===== src/design/mss_pkg.sv =====
`timescale 1ns / 1ps
`default_nettype none

package mss_pkg;

    // Table geometry.
    localparam int MAX_SEGMENTS  = 16;
    localparam int SEG_IDX_W     = $clog2(MAX_SEGMENTS);
    localparam int SEG_CNT_W     = SEG_IDX_W + 1;
    localparam int MOTION_WORDS  = 9;
    localparam int ROW_WORDS     = 4 + MOTION_WORDS;
    localparam int DATA_W        = 32;

    // Field widths fixed by the item format.
    localparam int KIND_W        = 2;
    localparam int ENTRY_W       = 4;
    localparam int WORD_W        = 4;
    localparam int MODE_W        = 2;
    localparam int CFG_INDEX_W   = 2;

    localparam logic [SEG_CNT_W-1:0] NONE_CODE = SEG_CNT_W'(MAX_SEGMENTS);

    // Word positions inside one table row.
    localparam logic [WORD_W-1:0] WORD_BEGIN   = 4'd0;
    localparam logic [WORD_W-1:0] WORD_END     = 4'd1;
    localparam logic [WORD_W-1:0] WORD_LIMIT   = 4'd2;
    localparam logic [WORD_W-1:0] WORD_KIND    = 4'd3;
    localparam logic [WORD_W-1:0] WORD_MOTION0 = 4'd4;
    localparam logic [WORD_W-1:0] WORD_LAST    = 4'(ROW_WORDS - 1);

    // Item kinds.
    localparam logic [KIND_W-1:0] KIND_WRITE  = 2'd0;
    localparam logic [KIND_W-1:0] KIND_UPDATE = 2'd1;
    localparam logic [KIND_W-1:0] KIND_RESET  = 2'd2;

    // Motion modes.
    localparam logic [MODE_W-1:0] MODE_NONE  = 2'd0;
    localparam logic [MODE_W-1:0] MODE_TIME  = 2'd1;
    localparam logic [MODE_W-1:0] MODE_FORCE = 2'd2;

    // Configuration register indexes.
    localparam logic [CFG_INDEX_W-1:0] CFG_MOTION_MODE   = 2'd0;
    localparam logic [CFG_INDEX_W-1:0] CFG_SEGMENT_COUNT = 2'd1;

    typedef logic [ROW_WORDS-1:0][DATA_W-1:0]    row_t;
    typedef logic [MOTION_WORDS-1:0][DATA_W-1:0] motion_t;

    typedef struct packed {
        logic        [KIND_W-1:0]  kind;
        logic        [ENTRY_W-1:0] entry;
        logic        [WORD_W-1:0]  word;
        logic signed [DATA_W-1:0]  value;
        logic signed [DATA_W-1:0]  sample;
    } item_t;

    typedef struct packed {
        logic        [SEG_CNT_W-1:0] active_segment;
        logic signed [DATA_W-1:0]    vel_x;
        logic signed [DATA_W-1:0]    vel_y;
        logic signed [DATA_W-1:0]    vel_z;
        logic signed [DATA_W-1:0]    spin_x;
        logic signed [DATA_W-1:0]    spin_y;
        logic signed [DATA_W-1:0]    spin_z;
        logic signed [DATA_W-1:0]    pivot_x;
        logic signed [DATA_W-1:0]    pivot_y;
        logic signed [DATA_W-1:0]    pivot_z;
    } result_t;

    // Write request into the segment table.
    typedef struct packed {
        logic                 en;
        logic [SEG_IDX_W-1:0] addr;
        logic [WORD_W-1:0]    word;
        logic [DATA_W-1:0]    data;
    } mem_wr_t;

    typedef enum logic [1:0] {
        ST_IDLE,
        ST_SCAN,
        ST_FORCE,
        ST_LOAD
    } state_t;

endpackage

`default_nettype wire


===== src/design/mss_sequencer.sv =====
`timescale 1ns / 1ps
`default_nettype none

// Item sequencer: takes items, walks the segment table through its single
// read port and holds the current segment and motion.
module mss_sequencer
    import mss_pkg::*;
(
    input  wire logic                 clk,
    input  wire logic                 rst_n,
    input  wire logic                 start,
    input  wire item_t                item,
    input  wire logic [MODE_W-1:0]    motion_mode,
    input  wire logic [SEG_CNT_W-1:0] live_count,
    output      logic                 busy,
    output      logic                 result_valid,
    output      result_t              result,
    output      mem_wr_t              mem_wr,
    output      logic [SEG_IDX_W-1:0] mem_rd_addr,
    input  wire row_t                 mem_rd_data
);

    state_t                    state_reg, state_next;
    logic [SEG_IDX_W-1:0]      idx_reg, idx_next;
    logic [SEG_CNT_W-1:0]      cur_reg, cur_next;
    logic                      chosen_reg, chosen_next;
    logic                      init_reg, init_next;
    logic                      done_reg, done_next;
    logic signed [DATA_W-1:0]  sample_reg, sample_next;
    motion_t                   motion_reg, motion_next;

    logic                 accept;
    logic [SEG_CNT_W-1:0] scan_first;
    logic [SEG_CNT_W-1:0] idx_inc;
    logic                 time_go;
    logic                 force_go;
    logic                 scan_hit;
    logic                 scan_more;
    logic                 force_step;
    logic                 force_load;
    motion_t              row_motion;

    assign accept     = start && (state_reg == ST_IDLE);
    assign scan_first = chosen_reg ? cur_reg : '0;
    assign idx_inc    = SEG_CNT_W'(idx_reg) + SEG_CNT_W'(1);
    assign row_motion = mem_rd_data[ROW_WORDS-1:WORD_MOTION0];

    // An update that needs the table at all.
    assign time_go  = accept && (item.kind == KIND_UPDATE) && (motion_mode == MODE_TIME)
                      && (scan_first < live_count);
    assign force_go = accept && (item.kind == KIND_UPDATE) && (motion_mode == MODE_FORCE)
                      && (chosen_reg ? (cur_reg < live_count) : (live_count != '0));

    assign scan_hit  = ($signed(mem_rd_data[WORD_BEGIN]) <= sample_reg)
                       && (sample_reg <= $signed(mem_rd_data[WORD_END]));
    assign scan_more = idx_inc < live_count;

    assign force_step = mem_rd_data[WORD_KIND][0]
                        ? (sample_reg > $signed(mem_rd_data[WORD_LIMIT]))
                        : (sample_reg < $signed(mem_rd_data[WORD_LIMIT]));
    assign force_load = force_step && scan_more;

    always_comb
    begin
        state_next = state_reg;
        case (state_reg)
            ST_IDLE:
            begin
                if (time_go)
                begin
                    state_next = ST_SCAN;
                end
                else if (force_go)
                begin
                    state_next = ST_FORCE;
                end
            end
            ST_SCAN:
            begin
                if (scan_hit || !scan_more)
                begin
                    state_next = ST_IDLE;
                end
            end
            ST_FORCE:
            begin
                state_next = force_load ? ST_LOAD : ST_IDLE;
            end
            ST_LOAD:
            begin
                state_next = ST_IDLE;
            end
            default:
            begin
                state_next = ST_IDLE;
            end
        endcase
    end

    always_comb
    begin
        idx_next    = idx_reg;
        cur_next    = cur_reg;
        chosen_next = chosen_reg;
        init_next   = init_reg;
        sample_next = sample_reg;
        motion_next = motion_reg;
        done_next   = 1'b0;
        mem_rd_addr = idx_reg;
        mem_wr      = '0;

        case (state_reg)
            ST_IDLE:
            begin
                if (accept)
                begin
                    sample_next = item.sample;
                    done_next   = !(time_go || force_go);
                    case (item.kind)
                        KIND_WRITE:
                        begin
                            mem_wr.en   = (SEG_CNT_W'(item.entry) < live_count)
                                          && (item.word <= WORD_LAST);
                            mem_wr.addr = SEG_IDX_W'(item.entry);
                            mem_wr.word = item.word;
                            mem_wr.data = item.value;
                        end
                        KIND_UPDATE:
                        begin
                            case (motion_mode)
                                MODE_TIME:
                                begin
                                    if (time_go)
                                    begin
                                        idx_next    = scan_first[SEG_IDX_W-1:0];
                                        mem_rd_addr = scan_first[SEG_IDX_W-1:0];
                                    end
                                    else
                                    begin
                                        motion_next = '0;
                                    end
                                end
                                MODE_FORCE:
                                begin
                                    if (!chosen_reg)
                                    begin
                                        chosen_next = 1'b1;
                                        cur_next    = '0;
                                    end
                                    init_next = !chosen_reg;
                                    if (force_go)
                                    begin
                                        idx_next    = scan_first[SEG_IDX_W-1:0];
                                        mem_rd_addr = scan_first[SEG_IDX_W-1:0];
                                    end
                                    else
                                    begin
                                        motion_next = '0;
                                    end
                                end
                                default:
                                begin
                                end
                            endcase
                        end
                        KIND_RESET:
                        begin
                            chosen_next = 1'b0;
                            cur_next    = '0;
                            motion_next = '0;
                        end
                        default:
                        begin
                        end
                    endcase
                end
            end
            ST_SCAN:
            begin
                if (scan_hit)
                begin
                    done_next = 1'b1;
                    if (!chosen_reg || (cur_reg != SEG_CNT_W'(idx_reg)))
                    begin
                        cur_next    = SEG_CNT_W'(idx_reg);
                        chosen_next = 1'b1;
                        motion_next = row_motion;
                    end
                end
                else if (scan_more)
                begin
                    idx_next    = idx_inc[SEG_IDX_W-1:0];
                    mem_rd_addr = idx_inc[SEG_IDX_W-1:0];
                end
                else
                begin
                    done_next   = 1'b1;
                    motion_next = '0;
                end
            end
            ST_FORCE:
            begin
                if (!force_step)
                begin
                    done_next = 1'b1;
                    if (init_reg)
                    begin
                        motion_next = row_motion;
                    end
                end
                else
                begin
                    cur_next = idx_inc;
                    if (scan_more)
                    begin
                        idx_next    = idx_inc[SEG_IDX_W-1:0];
                        mem_rd_addr = idx_inc[SEG_IDX_W-1:0];
                    end
                    else
                    begin
                        done_next   = 1'b1;
                        motion_next = '0;
                    end
                end
            end
            ST_LOAD:
            begin
                done_next   = 1'b1;
                motion_next = row_motion;
            end
            default:
            begin
            end
        endcase
    end

    always_ff @(posedge clk or negedge rst_n)
    begin
        if (!rst_n)
        begin
            state_reg  <= ST_IDLE;
            idx_reg    <= '0;
            cur_reg    <= '0;
            chosen_reg <= 1'b0;
            init_reg   <= 1'b0;
            done_reg   <= 1'b0;
            motion_reg <= '0;
        end
        else
        begin
            state_reg  <= state_next;
            idx_reg    <= idx_next;
            cur_reg    <= cur_next;
            chosen_reg <= chosen_next;
            init_reg   <= init_next;
            done_reg   <= done_next;
            motion_reg <= motion_next;
        end
    end

    always_ff @(posedge clk)
    begin
        sample_reg <= sample_next;
    end

    assign busy         = (state_reg != ST_IDLE);
    assign result_valid = done_reg;

    always_comb
    begin
        result.active_segment = chosen_reg ? cur_reg : NONE_CODE;
        result.vel_x          = motion_reg[0];
        result.vel_y          = motion_reg[1];
        result.vel_z          = motion_reg[2];
        result.spin_x         = motion_reg[3];
        result.spin_y         = motion_reg[4];
        result.spin_z         = motion_reg[5];
        result.pivot_x        = motion_reg[6];
        result.pivot_y        = motion_reg[7];
        result.pivot_z        = motion_reg[8];
    end

endmodule

`default_nettype wire


===== config.mk =====
export PLATFORM = sky130hd
export DESIGN_NAME = mss_sequencer
export DESIGN_NICKNAME = d
export VERILOG_FILES = /design/src/design/mss_pkg.sv /design/src/design/mss_sequencer.sv
export SDC_FILE = /design/constraint.sdc
export NUM_CORES = 1
export LEC_CHECK = 0
export ABC_AREA = 1
export BUFFER_PORTS_ARGS = -buffer_cell sky130_fd_sc_hd__buf_4
export CORE_AREA = 2 2 330 332
export CTS_BUF_LIST = sky130_fd_sc_hd__clkbuf_16
export DETAILED_ROUTE_END_ITERATION = 7
export DIE_AREA = 0 0 332 334
export PLACE_DENSITY = 0.42
export SKIP_CTS_REPAIR_TIMING = 1
export SYNTH_ARGS = -nofsm -noshare
export SYNTH_HDL_FRONTEND = slang
export SYNTH_SLANG_ARGS = --single-unit

===== constraint.sdc =====
create_clock -name clk -period 4 [get_ports clk]
set_input_delay 0.8 -clock clk [delete_from_list [all_inputs] [get_ports clk]]
set_output_delay 0.8 -clock clk [all_outputs]
set_load 0.05 [all_outputs]

==> impl_metrics.json, run 1 <==
{
  "report.power.total_uw": 26100,
  "grt_antenna_before_repair": 11,
  "pre_cts_slack_ns": -0.185,
  "final_cell_mix": "nand2_1, buf_4, nand3_1, dfrtp_1, inv_1",
  "worstMarginPinSlew_ns": 1.30,
  "drc": 0,
  "hpwlAfterDp_mm": 65.1,
  "cts_made_buffers": 46,
  "synthCells": 2986,
  "avgSynthCellArea_um2": 6.92,
  "rsz0062_at_grt": "yes",
  "initial_core_util_pct": 19.2,
  "grt_pass1_wl_mm": 135,
  "critPathTopFamily": "simple AND/OR/NAND/NOR gates",
  "io_buffer_count": 808,
  "cp.buffers_inverters": 4,
  "drtIter0Drc": 1163,
  "grt_pass1_vias": 20800,
  "worstPathRequired_ns": 3.20,
  "vias_per_cell": 4.13,
  "period_share_pct": 99.5,
  "maxCapViolCount": 0,
  "synth.area.top_cells": "dfrtp_1, nand2_1, nand3_1, ha_1, edfxtp_1",
  "min_period_ns": 3.98,
  "synth_cell_types": 40,
  "status": "complete, no violations",
  "arrival_ns": 3.18,
  "tritoncts": "done",
  "htree_levels": 2,
  "setup_viol": 0,
  "dp_cells": 5115,
  "area_growth_pct": 45.6,
  "insertion_delay_ns": 0.60,
  "place_congestion": 0.814,
  "cts_max_path_buffers": 3,
  "grt_max_degree": 162,
  "startpoint_type": "flop",
  "clock-sinks": 334,
  "fin_skew_ns": 0.0246,
  "hp-class": "input port to asynchronous set/reset pin",
  "fin_cells": 5213,
  "fin_nets": 4375,
  "grt-ovfl-total": 0,
  "crit_path_max_incr_delay_ns": 0.46,
  "final_area_um2": 30100,
  "critPathKind": "flop to primary output",
  "wl_per_cell_um": 17.2,
  "fmax_mhz": 251,
  "routed-via-count": 21500,
  "final_core_util_pct": 27.9,
  "detail-route-antenna-nets": 0,
  "placedInstanceArea_um2": 28400,
  "layout_commonest_cell": "nand2_1",
  "drt-total-wl_mm": 89.7,
  "ys_seq_area_share_pct": 41.3,
  "drive_gt1_share_pct": 26.1,
  "crit_top_cell": "nand2_1",
  "drt_pre_antenna_iters": 5,
  "dieArea_um2": 111000,
  "yosys.area.top_type": "dfrtp_1",
  "root_buffer": "clkbuf_16",
  "critPathMaxFanout": 6,
  "endpoint_kind": "primary output",
  "synth_top_cell_area_share_pct": 36.6,
  "leakage_uw": 0.0175,
  "netlist_area_um2": 20600,
  "cp_slowest_cell": "edfxtp_1",
  "grtUsageTotal_pct": 15.6,
  "largest_reg_flops": 288,
  "synth_warnings": 0,
  "slew_viol_final": 0,
  "ir_drop_mv": 0.672,
  "die_h_um": 334,
  "fillCellCount": 11900,
  "synth.net_count": 3605,
  "worst_slack_ns": 0.0190,
  "clk_pin_slew_worst_paths_ns": 0.06,
  "final_hold_viol_count": 0,
  "p_per_area_nw_per_um2": 870,
  "max_slew_margin_pct": 13.5,
  "worstPathCellList": "inv_1, ha_1, nand2_1, nor3_2, buf_4, buf_4, a21oi_1, nand2_1, nand2_1, nand3_2, nand2_2, nand2_2, nand2_4, nand2_1, nand2_1, nand2_1, o21ai_4, buf_8",
  "rows": 121,
  "core_um2": 108000,
  "ys_ff_latch": 334,
  "io_pins": 840,
  "die_w_um": 332
}
## area by class of cell
type,instances,area (µm²),share of cell area (%)
Clock buffer,49,1230,4.08
Timing Repair Buffer,888,7030,23.4
Antenna cell,8,20.0,0.0666
Inverter,206,781,2.60
Multi-Input combinational cell,2280,10500,35.0
Clock inverter,34,198,0.658
Sequential cell,334,8520,28.3
Tap cell,1414,1770,5.89
## synth_stat cells
cell,number
buf_6,34
o221ai_1,2
a211oi_1,1
buf_1,6
inv_2,2
o21ai_1,1
buf_4,9
dfrtp_1,302
xor2_1,7
o22ai_1,4
nand2_1,1622
ha_1,119
nor2_8,1
nand4_1,11
nand2_2,1
o211ai_1,3
o2111ai_1,2
nor3_1,2
nor2_1,82
a221oi_1,1
nor4_2,1
inv_1,204
nand3_1,309
nand2_8,1
nor4_1,1
nor2_2,1
edfxtp_1,32
o21a_1,7
buf_2,73
nand3b_2,1
nand3_2,2
a21o_1,5
a22oi_1,1
o41ai_1,1
a31oi_1,1
o21bai_1,3
nand3b_1,2
o21ai_0,32
clkbuf_1,44
a21oi_1,53
## power by group
part           switching (µW)  leakage (µW)  internal (µW)
Clock                    1710      0.000753           2260
Sequential               1260       0.00444           4860
Combinational           11600        0.0123           4490
Total                   14500        0.0175          11600
## logic make-up after synthesis
kind of cell    share of synthesized area, %
flops                                   41.3
fa+ha+maj                               7.21
xor+xnor                               0.297
simple gates                            39.4
buf+inv                                 8.60
compound gates                          3.22
## path summary, 6_finish.rpt
check	from	endpoint	slack [ns]	depth (start not counted)
hold reg to reg	result[245]	result[245]	0.51	2
hold / removal	rst_n	result[74]	0.16	1
min in group clk	item[28]	sample_reg[28]	0.38	1
max in group asynchronous	rst_n	chosen_reg	2.82	2
setup / recovery	sample_reg[31]	mem_rd_addr[0]	0.02	18
setup reg to reg	sample_reg[31]	result[231]	0.45	21
## per-stage QoR
stage | setup TNS, ns | hold slack (ns)
after floorplan | -0.235 | 0.445
after global placement | -0.405 | 0.490
after detailed placement | -0.445 | 0.489
after CTS | -1.40 | 0.187
after global routing | -0.755 | 0.175
final | 0 | 0.160
## routing by layer
metal / part of all wire (%) / global-route usage [%]
met5: 0 / 0
met4: 2.3 / 4.77
met3: 6.7 / 4.11
met2: 48 / 25.8
met1: 43 / 19.9
## worst register-to-register path, delay by kind of cell, from the launching register on
kind	cells	cell delay (ns)
simple gates	12	1.51
buf+inv	7	1.07
flops	1	0.46
fa+ha+maj	1	0.25
compound gates	1	0.21
(Power assumes the default switching activity.)
==> inputs of run 2 (changes only) <==
--- a/config.mk
+++ b/config.mk
@@ -11,7 +11,7 @@
 export CTS_BUF_LIST = sky130_fd_sc_hd__clkbuf_16
 export DETAILED_ROUTE_END_ITERATION = 7
 export DIE_AREA = 0 0 332 334
-export PLACE_DENSITY = 0.42
+export PLACE_DENSITY = 0.5
 export SKIP_CTS_REPAIR_TIMING = 1
 export SYNTH_ARGS = -nofsm -noshare
 export SYNTH_HDL_FRONTEND = slang
==> run 2 against run 1 <==
Net effect: clock power grew 1%; register-to-register slack gained 0.27 ns; sequential power shrank 0.7%; hold slack lost 0.044 ns; routed wire length shrank 4.5%; first-iteration DRC count shrank 13%; sequential share of layout area shrank 0.083 points; largest power group unchanged.
==> impl_metrics.json, run 2 (synthesis results as in run 1) <==
{
  "drt-total-wl_mm": 85.6,
  "grt-busiest-layer": "met2",
  "die_w_um": 332,
  "arrival_ns": 3.14,
  "max_slew_margin_pct": 48.4,
  "routed-via-count": 21400,
  "io_buffer_count": 808,
  "met3_usage_pct": 4.04,
  "fin_nets": 4363,
  "cts_made_buffers": 46,
  "status": "complete, no violations",
  "leakage_uw": 0.0175,
  "cts_max_path_buffers": 3,
  "clockPowerShare_pct": 15.5,
  "grt-ovfl-total": 0,
  "grt_pass1_vias": 20700,
  "p_per_area_nw_per_um2": 861,
  "insertion_delay_ns": 0.63,
  "drtIter0Drc": 1011,
  "grt_use_met2_pct": 24.5,
  "tritoncts": "done",
  "met1_usage_pct": 18.5,
  "root_buffer": "clkbuf_16",
  "crit_path_max_incr_delay_ns": 0.40,
  "maxCapViolCount": 0,
  "final_area_um2": 30200,
  "core_um2": 108000,
  "wl_per_cell_um": 16.5,
  "drt_pre_antenna_iters": 7,
  "critPathTopFamily": "simple AND/OR/NAND/NOR gates",
  "hpwlAfterDp_mm": 60.0,
  "power.switching_uw": 14400,
  "cp_slowest_cell": "edfxtp_1",
  "rsz0062_at_grt": "yes",
  "setup_viol": 0,
  "startpoint_type": "flop",
  "vias_per_cell": 4.12,
  "crit_top_cell": "buf_6",
  "worstPathCellList": "buf_6, inv_2, ha_4, nand4_1, nor3_2, nand2_1, nor2_2, nand4_1, nand3_4, nand3_2, nand2_2, nor2_2, buf_6, o21ai_2, buf_6",
  "worstMarginPinSlew_ns": 0.774,
  "grt_pass1_wl_mm": 128,
  "ir_drop_mv": 0.558,
  "die_h_um": 334,
  "detail-route-antenna-nets": 0,
  "drc": 0,
  "switching_share_pct": 55.6,
  "grtUsageTotal_pct": 14.7,
  "placedInstanceArea_um2": 28300,
  "pwr-share-comb_pct": 61.1,
  "dieArea_um2": 111000,
  "largest_reg_flops": 288,
  "worstPathRequired_ns": 3.20,
  "endpoint_kind": "primary output",
  "pwr-share-seq_pct": 23.4,
  "report.power.total_uw": 26000,
  "layout_commonest_cell": "nand2_1",
  "period_share_pct": 98.5,
  "clock-sinks": 334,
  "fin_skew_ns": 0.0423,
  "critPathKind": "flop to primary output",
  "io_pins": 840,
  "fmax_mhz": 254,
  "hp-class": "input port to asynchronous set/reset pin",
  "htree_levels": 2,
  "final_cell_mix": "nand2_1, buf_4, nand3_1, dfrtp_1, inv_1",
  "p_int_uw": 11500,
  "cp.buffers_inverters": 4,
  "final_hold_viol_count": 0,
  "min_period_ns": 3.94,
  "grt_max_degree": 128,
  "clk_pin_slew_worst_paths_ns": 0.06,
  "area_growth_pct": 46.0,
  "drive_gt1_share_pct": 26.7,
  "fillCellCount": 11800,
  "critPathMaxFanout": 4,
  "grt_antenna_before_repair": 9,
  "slew_viol_final": 0,
  "rows": 121,
  "place_congestion": 0.859,
  "initial_core_util_pct": 19.2
}
run 2: power groups by stage:
stage / Combinational (µW) / Clock [µW] / Sequential, µW
after global placement: 15800 / 0 / 6060
final: 15900 / 4020 / 6080
after global routing: 17100 / 4300 / 6300
after detailed placement: 15800 / 0 / 6070
after floorplan: 6030 / 0 / 10400
after CTS: 15800 / 4180 / 6070
run 2: final timing paths:
path,startpoint,slack (ns),cells after the start,endpoint
max,sample_reg[27],0.06,15,mem_rd_addr[3]
max reg2reg,sample_reg[27],0.72,19,result[219]
max in group asynchronous,rst_n,2.95,2,chosen_reg
min in group clk,item[8],0.36,1,sample_reg[8]
min,rst_n,0.12,1,result[109]
min reg2reg,result[163],0.50,2,result[163]
run 2: area by class of cell:
cell class / count / area, µm² / share of cell area [%]
Clock buffer: 47 / 1180 / 3.90
Timing Repair inverter: 1 / 8.76 / 0.0290
Sequential cell: 334 / 8520 / 28.3
Antenna cell: 5 / 12.5 / 0.0415
Tap cell: 1414 / 1770 / 5.87
Clock inverter: 33 / 240 / 0.797
Multi-Input combinational cell: 2280 / 10700 / 35.5
Inverter: 206 / 786 / 2.61
Timing Repair Buffer: 875 / 6930 / 23.0
run 2: worst register-to-register path, stage by stage, from the launching register on:
cell      delay (ns)
edfxtp_1        0.40
buf_6           0.13
inv_2           0.04
ha_4            0.26
nand4_1         0.13
nor3_2          0.24
nand2_1         0.11
nor2_2          0.15
nand4_1         0.18
nand3_4         0.20
nand3_2         0.11
buf_4           0.15
buf_4           0.13
nand3_4         0.10
buf_12          0.30
buf_4           0.35
nand2_1         0.07
nand2_1         0.06
nand2_1         0.05
nand2_1         0.08
run 2: metal layers:
| metal | up-vias | routed length (µm) |
|---|---|---|
| met2 | 603 | 40800 |
| li1 | 10800 | - |
| met3 | 109 | 5760 |
| met4 | 4 | 2210 |
| met1 | 9882 | 36900 |
| met5 | - | 24 |
run 2: metrics by stage:
step / worst slack, ns / instances / setup TNS, ns / utilization, % / hold slack (ns)
after global routing: -0.136 / 5194 / -0.515 / 28.0 / 0.129
after CTS: -0.346 / 5179 / -1.00 / 27.5 / 0.111
after floorplan: -0.0784 / 2986 / -0.235 / - / 0.445
after detailed placement: 0.0159 / 5099 / 0 / 26.2 / 0.490
after global placement: 0.00651 / 5099 / 0 / 26.2 / 0.488
final: 0.0592 / 5195 / 0 / 28.0 / 0.117
